--- src/rtl/hse_pkg.sv ---
package hse_pkg;

    localparam int MAX_ITEMS = 64;
    localparam int KEY_W     = 32;
    localparam int AW        = $clog2(MAX_ITEMS);
    localparam int CW        = $clog2(MAX_ITEMS + 1);
    localparam int XW        = AW + 2;
    localparam int QDEPTH    = 4;
    localparam int QAW       = $clog2(QDEPTH);
    localparam int CFG_IW    = 1;
    localparam int CFG_DW    = 1;

    localparam logic [CFG_IW-1:0] CFG_DESCENDING  = 1'b0;
    localparam logic [CFG_IW-1:0] CFG_SIGNED_KEYS = 1'b1;

    typedef struct packed {
        logic [31:0] key;
        logic        last;
    } t_in_req;

    typedef struct packed {
        logic [31:0] sorted_key;
        logic        final_res;
        logic        overflow;
    } t_out_req;

    typedef struct packed {
        logic [KEY_W-1:0] key;
        logic             store;
        logic             last;
        logic             ovf;
    } t_cmd;

    typedef struct packed {
        logic descending;
        logic signed_keys;
    } t_cfg;

    typedef struct packed {
        logic full;
        logic empty;
    } t_q_stat;

    // true when a sorts strictly before b
    function automatic logic f_before(input logic [KEY_W-1:0] a,
                                      input logic [KEY_W-1:0] b,
                                      input t_cfg cfg);
        logic [KEY_W-1:0] ax;
        logic [KEY_W-1:0] bx;
        ax = a ^ {cfg.signed_keys, {(KEY_W-1){1'b0}}};
        bx = b ^ {cfg.signed_keys, {(KEY_W-1){1'b0}}};
        return cfg.descending ? (ax > bx) : (ax < bx);
    endfunction

endpackage

--- src/rtl/hse_ram.sv ---
module hse_ram #(
    parameter int WIDTH = 32,
    parameter int DEPTH = 64
) (
    input  logic                     i_clk,
    input  logic                     i_we,
    input  logic [$clog2(DEPTH)-1:0] i_waddr,
    input  logic [WIDTH-1:0]         i_wdata,
    input  logic [$clog2(DEPTH)-1:0] i_raddr,
    output logic [WIDTH-1:0]         o_rdata
);

    logic [WIDTH-1:0] r_mem [DEPTH];
    logic [WIDTH-1:0] r_rdata;

    always_ff @(posedge i_clk) begin
        if (i_we) begin
            r_mem[i_waddr] <= i_wdata;
        end
        r_rdata <= r_mem[i_raddr];
    end

    assign o_rdata = r_rdata;

endmodule

--- src/rtl/hse_queue.sv ---
module hse_queue
    import hse_pkg::*;
(
    input  logic    i_clk,
    input  logic    i_rst_n,
    input  logic    i_push,
    input  t_cmd    i_push_data,
    input  logic    i_pop,
    output t_cmd    o_pop_data,
    output t_q_stat o_stat
);

    t_cmd           r_mem [QDEPTH];
    logic [QAW-1:0] r_wptr;
    logic [QAW-1:0] r_rptr;
    logic [QAW:0]   r_cnt;

    always_ff @(posedge i_clk) begin
        if (!i_rst_n) begin
            r_wptr <= '0;
            r_rptr <= '0;
            r_cnt  <= '0;
        end else begin
            if (i_push) begin
                r_wptr <= r_wptr + 1'b1;
            end
            if (i_pop) begin
                r_rptr <= r_rptr + 1'b1;
            end
            if (i_push && !i_pop) begin
                r_cnt <= r_cnt + 1'b1;
            end else if (i_pop && !i_push) begin
                r_cnt <= r_cnt - 1'b1;
            end
        end
    end

    always_ff @(posedge i_clk) begin
        if (i_push) begin
            r_mem[r_wptr] <= i_push_data;
        end
    end

    assign o_pop_data   = r_mem[r_rptr];
    assign o_stat.full  = (r_cnt == (QAW+1)'(QDEPTH));
    assign o_stat.empty = (r_cnt == '0);

endmodule

--- src/rtl/hse_front.sv ---
module hse_front
    import hse_pkg::*;
(
    input  logic    i_clk,
    input  logic    i_rst_n,
    input  logic    i_in_valid,
    input  t_in_req i_in_data,
    output logic    o_in_stall,
    input  t_q_stat i_q_stat,
    output logic    o_push,
    output t_cmd    o_push_data
);

    logic [CW-1:0] r_count;
    logic [CW-1:0] n_count;
    logic          r_drop;
    logic          n_drop;
    logic          w_accept;
    logic          w_store;
    logic          w_ovf;

    assign w_accept = i_in_valid && !i_q_stat.full;
    assign w_store  = (r_count < CW'(MAX_ITEMS));
    assign w_ovf    = r_drop || !w_store;

    always_comb begin
        n_count = r_count;
        n_drop  = r_drop;
        if (w_accept) begin
            if (i_in_data.last) begin
                n_count = '0;
                n_drop  = 1'b0;
            end else begin
                n_count = r_count + CW'(w_store);
                n_drop  = w_ovf;
            end
        end
    end

    always_ff @(posedge i_clk) begin
        if (!i_rst_n) begin
            r_count <= '0;
            r_drop  <= 1'b0;
        end else begin
            r_count <= n_count;
            r_drop  <= n_drop;
        end
    end

    assign o_in_stall        = i_q_stat.full;
    assign o_push            = w_accept;
    assign o_push_data.key   = i_in_data.key[KEY_W-1:0];
    assign o_push_data.store = w_store;
    assign o_push_data.last  = i_in_data.last;
    assign o_push_data.ovf   = w_ovf;

endmodule

--- src/rtl/hse_back.sv ---
module hse_back
    import hse_pkg::*;
(
    input  logic     i_clk,
    input  logic     i_rst_n,
    input  t_cfg     i_cfg,
    input  t_q_stat  i_q_stat,
    output logic     o_pop,
    input  t_cmd     i_pop_data,
    output logic     o_out_valid,
    input  logic     i_out_stall,
    output t_out_req o_out_data
);

    typedef enum logic [11:0] {
        S_LOAD   = 12'b0000_0000_0001,
        S_BSTART = 12'b0000_0000_0010,
        S_RDV    = 12'b0000_0000_0100,
        S_SIFT   = 12'b0000_0000_1000,
        S_RDL    = 12'b0000_0001_0000,
        S_RDR    = 12'b0000_0010_0000,
        S_CMP    = 12'b0000_0100_0000,
        S_XSTART = 12'b0000_1000_0000,
        S_XRD0   = 12'b0001_0000_0000,
        S_XRD1   = 12'b0010_0000_0000,
        S_ERD    = 12'b0100_0000_0000,
        S_EOUT   = 12'b1000_0000_0000
    } t_state;

    t_state           r_state,   n_state;
    logic [CW-1:0]    r_wcnt,    n_wcnt;
    logic [CW-1:0]    r_n,       n_n;
    logic [CW-1:0]    r_end,     n_end;
    logic [CW-1:0]    r_top,     n_top;
    logic [AW-1:0]    r_node,    n_node;
    logic [AW-1:0]    r_idx,     n_idx;
    logic [KEY_W-1:0] r_v,       n_v;
    logic [KEY_W-1:0] r_l,       n_l;
    logic [KEY_W-1:0] r_r,       n_r;
    logic [KEY_W-1:0] r_tmp,     n_tmp;
    logic             r_pick,    n_pick;
    logic             r_extract, n_extract;
    logic             r_ovf,     n_ovf;
    logic             r_ovalid,  n_ovalid;
    t_out_req         r_odata,   n_odata;

    logic             w_we;
    logic [AW-1:0]    w_waddr;
    logic [KEY_W-1:0] w_wdata;
    logic [AW-1:0]    w_raddr;
    logic [KEY_W-1:0] w_rdata;

    logic [CW-1:0]    w_cnt_after;
    logic [CW-1:0]    w_top_m1;
    logic [CW-1:0]    w_end_m1;
    logic [XW-1:0]    w_cl;
    logic [XW-1:0]    w_cr;
    logic [XW-1:0]    w_endx;
    logic [XW-1:0]    w_ci;
    logic [KEY_W-1:0] w_c;
    logic             w_out_free;
    logic             w_final;

    hse_ram #(
        .WIDTH (KEY_W),
        .DEPTH (MAX_ITEMS)
    ) u_ram (
        .i_clk   (i_clk),
        .i_we    (w_we),
        .i_waddr (w_waddr),
        .i_wdata (w_wdata),
        .i_raddr (w_raddr),
        .o_rdata (w_rdata)
    );

    assign w_cnt_after = r_wcnt + CW'(i_pop_data.store);
    assign w_top_m1    = r_top - 1'b1;
    assign w_end_m1    = r_end - 1'b1;
    assign w_cl        = {1'b0, r_node, 1'b1};
    assign w_cr        = w_cl + 1'b1;
    assign w_endx      = XW'(r_end);
    assign w_c         = r_pick ? r_r : r_l;
    assign w_ci        = r_pick ? w_cr : w_cl;
    assign w_out_free  = !r_ovalid || !i_out_stall;
    assign w_final     = ((CW'(r_idx) + CW'(1)) == r_n);

    always_comb begin
        n_state   = r_state;
        n_wcnt    = r_wcnt;
        n_n       = r_n;
        n_end     = r_end;
        n_top     = r_top;
        n_node    = r_node;
        n_idx     = r_idx;
        n_v       = r_v;
        n_l       = r_l;
        n_r       = r_r;
        n_tmp     = r_tmp;
        n_pick    = r_pick;
        n_extract = r_extract;
        n_ovf     = r_ovf;
        n_ovalid  = r_ovalid && i_out_stall;
        n_odata   = r_odata;
        o_pop     = 1'b0;
        w_we      = 1'b0;
        w_waddr   = r_node;
        w_wdata   = r_v;
        w_raddr   = '0;

        unique case (r_state)
            S_LOAD: begin
                if (!i_q_stat.empty) begin
                    o_pop   = 1'b1;
                    w_we    = i_pop_data.store;
                    w_waddr = r_wcnt[AW-1:0];
                    w_wdata = i_pop_data.key;
                    n_wcnt  = w_cnt_after;
                    if (i_pop_data.last) begin
                        n_n       = w_cnt_after;
                        n_end     = w_cnt_after;
                        n_top     = w_cnt_after >> 1;
                        n_ovf     = i_pop_data.ovf;
                        n_extract = 1'b0;
                        n_state   = S_BSTART;
                    end
                end
            end
            S_BSTART: begin
                if (r_top == '0) begin
                    n_extract = 1'b1;
                    n_state   = S_XSTART;
                end else begin
                    n_top   = w_top_m1;
                    n_node  = w_top_m1[AW-1:0];
                    w_raddr = w_top_m1[AW-1:0];
                    n_state = S_RDV;
                end
            end
            S_RDV: begin
                n_v     = w_rdata;
                n_state = S_SIFT;
            end
            S_SIFT: begin
                if (w_cl < w_endx) begin
                    w_raddr = w_cl[AW-1:0];
                    n_state = S_RDL;
                end else begin
                    w_we    = 1'b1;
                    n_state = r_extract ? S_XSTART : S_BSTART;
                end
            end
            S_RDL: begin
                n_l = w_rdata;
                if (w_cr < w_endx) begin
                    w_raddr = w_cr[AW-1:0];
                    n_state = S_RDR;
                end else begin
                    n_pick  = 1'b0;
                    n_state = S_CMP;
                end
            end
            S_RDR: begin
                n_r     = w_rdata;
                n_pick  = f_before(r_l, w_rdata, i_cfg);
                n_state = S_CMP;
            end
            S_CMP: begin
                w_we = 1'b1;
                if (f_before(r_v, w_c, i_cfg)) begin
                    w_wdata = w_c;
                    n_node  = w_ci[AW-1:0];
                    n_state = S_SIFT;
                end else begin
                    n_state = r_extract ? S_XSTART : S_BSTART;
                end
            end
            S_XSTART: begin
                if (r_end <= CW'(1)) begin
                    n_idx   = '0;
                    n_state = S_ERD;
                end else begin
                    n_state = S_XRD0;
                end
            end
            S_XRD0: begin
                n_tmp   = w_rdata;
                w_raddr = w_end_m1[AW-1:0];
                n_state = S_XRD1;
            end
            S_XRD1: begin
                w_we    = 1'b1;
                w_waddr = w_end_m1[AW-1:0];
                w_wdata = r_tmp;
                n_v     = w_rdata;
                n_end   = w_end_m1;
                n_node  = '0;
                n_state = S_SIFT;
            end
            S_ERD: begin
                w_raddr = r_idx;
                n_state = S_EOUT;
            end
            S_EOUT: begin
                w_raddr = r_idx;
                if (w_out_free) begin
                    n_ovalid           = 1'b1;
                    n_odata.sorted_key = w_rdata;
                    n_odata.final_res  = w_final;
                    n_odata.overflow   = r_ovf;
                    if (w_final) begin
                        n_wcnt  = '0;
                        n_state = S_LOAD;
                    end else begin
                        n_idx   = r_idx + 1'b1;
                        n_state = S_ERD;
                    end
                end
            end
            default: begin
                n_state = S_LOAD;
            end
        endcase
    end

    always_ff @(posedge i_clk) begin
        if (!i_rst_n) begin
            r_state   <= S_LOAD;
            r_wcnt    <= '0;
            r_extract <= 1'b0;
            r_ovalid  <= 1'b0;
        end else begin
            r_state   <= n_state;
            r_wcnt    <= n_wcnt;
            r_extract <= n_extract;
            r_ovalid  <= n_ovalid;
        end
    end

    always_ff @(posedge i_clk) begin
        r_n     <= n_n;
        r_end   <= n_end;
        r_top   <= n_top;
        r_node  <= n_node;
        r_idx   <= n_idx;
        r_v     <= n_v;
        r_l     <= n_l;
        r_r     <= n_r;
        r_tmp   <= n_tmp;
        r_pick  <= n_pick;
        r_ovf   <= n_ovf;
        r_odata <= n_odata;
    end

    assign o_out_valid = r_ovalid;
    assign o_out_data  = r_odata;

endmodule

--- src/rtl/heap_sort_engine.sv ---
// channel  dir  valid        stall        payload
// in       in   i_in_valid   o_in_stall   i_in_data  (key, last)
// out      out  o_out_valid  i_out_stall  o_out_data (sorted_key, final_res, overflow)
// cfg      in   i_cfg_we     -            i_cfg_idx, i_cfg_data
//
// Keys enter one per cycle through a 4-entry queue unless it is full; the back end stores
// one per cycle in S_LOAD while the queue holds keys. Sort: sifts go level by level through
// one RAM read port, n/2 build sifts plus n-1 extract sifts; readout uses S_ERD then S_EOUT.
// Reset clears control state and config; the key store needs no clearing.
// Input stalls only while the queue is full; the output register holds while stalled.
module heap_sort_engine
    import hse_pkg::*;
(
    input  logic              i_clk,
    input  logic              i_rst_n,
    input  logic              i_in_valid,
    input  t_in_req           i_in_data,
    output logic              o_in_stall,
    output logic              o_out_valid,
    input  logic              i_out_stall,
    output t_out_req          o_out_data,
    input  logic              i_cfg_we,
    input  logic [CFG_IW-1:0] i_cfg_idx,
    input  logic [CFG_DW-1:0] i_cfg_data
);

    t_cfg    r_cfg;
    t_q_stat w_q_stat;
    t_cmd    w_push_data;
    t_cmd    w_pop_data;
    logic    w_push;
    logic    w_pop;

    always_ff @(posedge i_clk) begin
        if (!i_rst_n) begin
            r_cfg <= '0;
        end else if (i_cfg_we) begin
            unique case (i_cfg_idx)
                CFG_DESCENDING:  r_cfg.descending  <= i_cfg_data[0];
                CFG_SIGNED_KEYS: r_cfg.signed_keys <= i_cfg_data[0];
                default: ;
            endcase
        end
    end

    hse_front u_front (
        .i_clk       (i_clk),
        .i_rst_n     (i_rst_n),
        .i_in_valid  (i_in_valid),
        .i_in_data   (i_in_data),
        .o_in_stall  (o_in_stall),
        .i_q_stat    (w_q_stat),
        .o_push      (w_push),
        .o_push_data (w_push_data)
    );

    hse_queue u_queue (
        .i_clk       (i_clk),
        .i_rst_n     (i_rst_n),
        .i_push      (w_push),
        .i_push_data (w_push_data),
        .i_pop       (w_pop),
        .o_pop_data  (w_pop_data),
        .o_stat      (w_q_stat)
    );

    hse_back u_back (
        .i_clk       (i_clk),
        .i_rst_n     (i_rst_n),
        .i_cfg       (r_cfg),
        .i_q_stat    (w_q_stat),
        .o_pop       (w_pop),
        .i_pop_data  (w_pop_data),
        .o_out_valid (o_out_valid),
        .i_out_stall (i_out_stall),
        .o_out_data  (o_out_data)
    );

endmodule

--- config.mk ---
export PLATFORM = sky130hd
export DESIGN_NAME = heap_sort_engine
export DESIGN_NICKNAME = d
export VERILOG_FILES = /design/src/rtl/hse_pkg.sv /design/src/rtl/hse_ram.sv /design/src/rtl/hse_queue.sv /design/src/rtl/hse_front.sv /design/src/rtl/hse_back.sv /design/src/rtl/heap_sort_engine.sv
export SDC_FILE = /design/constraint.sdc
export NUM_CORES = 2
export LEC_CHECK = 0
export CORE_UTILIZATION = 41
export CTS_CLUSTER_DIAMETER = 120
export DETAILED_ROUTE_END_ITERATION = 10
export DONT_BUFFER_PORTS = 1
export PLACE_DENSITY = 0.63
export SLEW_MARGIN = 10
export SYNTH_ARGS = -nofsm -noshare
export SYNTH_HDL_FRONTEND = slang
export SYNTH_SLANG_ARGS = --single-unit
export TNS_END_PERCENT = 1
--- constraint.sdc ---
create_clock -name i_clk -period 12.5 [get_ports i_clk]
set_input_delay 2.5 -clock i_clk [delete_from_list [all_inputs] [get_ports i_clk]]
set_output_delay 2.5 -clock i_clk [all_outputs]
set_load 0.01 [all_outputs]
==> flow_summary.toml <==
[global_routing]
grt_max_degree = 162
track_usage_pct = 24.2
first_global_vias = 58100
grt_pass1_wl_um = 427000
overflow = 0
antenna_found_initial = 19

[clock_tree]
insertion_delay_ns = 0.91
postCtsHoldBufs = 0
h-tree-depth = 4
cts_tree = "built"
clock-sinks = 2457
clk_pin_slew_worst_paths_ns = 0.06
cts.path.max_buffers = 3
postCtsResizedCells = 0
cts-root-buf = "clkbuf_16"
post_cts_buffers = 0
numCtsBuffers = 237

[routing]
post-route-drc-count = 0
vias = 61800
drtIter0Drc = 9034
routed_via_density = 6.05
wl_um = 301000
wire_per_inst_um = 29.5
antenna_left = 0
first_pass_iters = 5

[sta]
rsz0062_at_grt = "false"
min_period_ns = 7.08
relSlewSlack_pct = -4.07
setup_viol = 0
final_max_slew_viol_count = 2
clock_skew_ns = 0.0735
timing.hold.ws_ns = 0.451
fmax_mhz = 141
min_period_over_period_pct = 56.6
finalHoldViolCount = 0
worst_slew_pin_slew_ns = 1.54
setup_tns_ns = 0

[synthesis]
async_reset_ff_share_pct = 0
synth_top_family_by_area = "simple AND/OR/NAND/NOR gates"
syn-num-nets = 6931
synth-adder-area-share_pct = 1.16
synthMuxAreaShare_pct = 4.39
synth.ff_latch_count = 2457
synth_xor_area_share_pct = 0.407
synth.distinct_cells = 101
syn_inst = 6800
synth_compound_area_share_pct = 7.03
synth_edf_count = 2385
ys_seq_area_share_pct = 73.7
synth_simple_gate_area_share_pct = 10.9
syn_area_per_cell_sq_um = 14.6
synth_top_flop_cell = "edfxtp_1"
syn_area_sq_um = 99100
ys_warn_count = 0

[worst_setup_path]
critPathTopFamily = "compound AO/OA/AOI/OAI gates"
crit_path_max_incr_delay_ns = 1.17
cp_max_fo = 104
cp.depth = 17
cp-start-kind = "register"
end_kind = "register"
r2r_cells = 17
worstPathCellList = "ha_1 -> and3_4 -> xnor2_1 -> inv_1 -> ha_1 -> a21o_1 -> a221o_1 -> or3_4 -> or3_4 -> and2_4 -> buf_12 -> buf_4 -> and3_1 -> a31oi_1 -> a22o_1 -> o21ai_0 -> nand4b_1"
path_buf_inv = 3
cp.arrival_ns = 7.70
critPathRequiredTime_ns = 13.12
critPathKind = "register to register"
slowest_stage = "o21ai_0"

[flow_run]
maxCapViolCount = 1

[placement]
dp_hpwl_um = 165000
gp_congestion = 0.880
io_buffers = 0

[power]
p_per_area_nw_per_um2 = 210
p_leak_nw = 36.4
power_mw = 23.3
ir_drop_mv = 0.181

[floorplanning]
start_util_pct = 41.2
io_pins = 76
fp.dieW_um = 494
core_sq_um = 240000
dieArea_sq_um = 244000
die_h_um = 494
num_rows = 180

[finish]
finalNetCount = 6940
syn2layout_area_growth_pct = 11.7
drive_gt1_share_pct = 11.0
fin_util_pct = 46.1
fillers = 20600

[status]
violations = "max-capacitance violations, max-slew violations"
status = "finished with violations"

[worst_hold_path]
whs_path_depth = 0
min_path_type = "register to register"
synth_stat cells, types with 20 or more instances:
cell type  number  share of area (%)
o22ai_1        20               0.13
a211o_1        39               0.34
o211ai_1       27               0.20
xnor2_1        24               0.21
a21o_1         30               0.23
nor3_1         38               0.19
a22oi_1        76               0.58
clkbuf_1      119               0.45
o221ai_1       25               0.22
buf_2         171               0.86
nand4_1        44               0.28
ha_1           90                1.1
o21ai_0        91               0.46
a21oi_1       304                1.5
mux4_2         94                2.1
edfxtp_1     2385                 72
nand2_1      1364                5.2
buf_4          37               0.28
a22o_1         41               0.36
a221oi_1       77               0.68
nand3_1       572                2.9
a211oi_1       83               0.63
nor4_1         26               0.16
xor2_1         22               0.19
mux2i_1       212                2.1
buf_1          52               0.20
buf_6          24               0.27
dfxtp_1        72                1.5
inv_1          62               0.23
nor2_1        154               0.58
a31oi_1        69               0.44
and3_1         60               0.38
sequential cells by signal, summed over array words and instances (netlist names), 6 cells and up, named ones only:
signal	flops
u_back.u_ram.r_mem	2048
u_back.r_state	12
u_back.r_r	32
u_back.r_node	6
u_back.r_end	7
u_back.r_top	7
u_back.u_ram.o_rdata	32
u_back.r_l	32
u_back.r_wcnt	7
u_back.r_n	7
u_queue.r_mem	140
u_back.r_v	32
u_back.r_tmp	32
u_back.r_idx	6
u_front.r_count	7
u_back.o_out_data	34
report_power, final:
group | switching (mW) | leakage [nW] | internal, mW
sequential | 0.345 | 22.2 | 11.4
clock | 3.11 | 3.68 | 3.82
combinational | 3.69 | 10.6 | 0.907
total | 7.15 | 36.4 | 16.1
logic make-up (layout without fill, tap and decap cells):
| logic type | count (synthesis) | in the layout |
|---|---|---|
| AOI/OAI and AO/OA | 1015 | 1015 |
| xor gates and xnor gates | 46 | 46 |
| adders and majority gates | 91 | 91 |
| buffers and inverters | 473 | 691 |
| DFF | 2457 | 2457 |
| muxes | 311 | 311 |
| other | 0 | 2 |
| and+or+nand+nor | 2407 | 2407 |
metal layers:
layer | up-vias | wire, um | share of wire (%) | GRT usage (%)
met5 | - | 81 | 0.027 | 0
met2 | 3847 | 138000 | 46 | 38.1
li1 | 26000 | - | - | -
met4 | 12 | 10500 | 3.5 | 8.46
met1 | 31300 | 116000 | 39 | 33.1
met3 | 608 | 36100 | 12 | 5.55
layout make-up:
class                      count  area (sq um)  share of cell area (%)
sequential                  2457         73100                    66.0
multi-input combinational   3870         24400                    22.0
clock buffer                 325          6440                    5.82
tap                         3185          3990                    3.60
timing repair buffer         180          1510                    1.36
clock inverter               123          1090                   0.983
inverter                      63           239                   0.216
antenna                        2          5.00                 0.00452
path summary, 6_finish.rpt:
kind / from / endpoint / slack, ns
setup / recovery: u_back.r_node[0] / u_back.u_ram.o_rdata[11] / 5.42
hold / removal: u_back.r_ovf / u_back.o_out_data[0] / 0.45
setup reg to reg: u_back.r_node[0] / u_back.u_ram.o_rdata[11] / 5.42
hold reg to reg: u_back.r_ovf / u_back.o_out_data[0] / 0.45
placed cells by master, fill, tap and decap left out, types with 70 or more instances in the layout:
cell / n
nand2_1: 1362
ha_1: 90
dfxtp_1: 71
a21oi_1: 302
a22oi_1: 76
a211oi_1: 82
buf_4: 168
nor2_1: 87
o21ai_0: 87
edfxtp_1: 2385
a221oi_1: 76
clkbuf_16: 237
mux2i_1: 212
clkbuf_1: 70
nand3_1: 571
mux4_2: 94
metrics by stage:
| stage | worst slack (ns) | std cells | cell area (sq um) |
|---|---|---|---|
| 3_3_place_gp | 5.85 | 9753 | 103000 |
| 3_5_place_dp | 5.75 | 9754 | 103000 |
| 4_1_cts | 5.71 | 10200 | 111000 |
| 6_report | 5.42 | 10200 | 111000 |
| 2_1_floorplan | 7.12 | 6800 | 99100 |
| 5_1_grt | 5.41 | 10200 | 111000 |
Power figures use the tool's default switching activity.
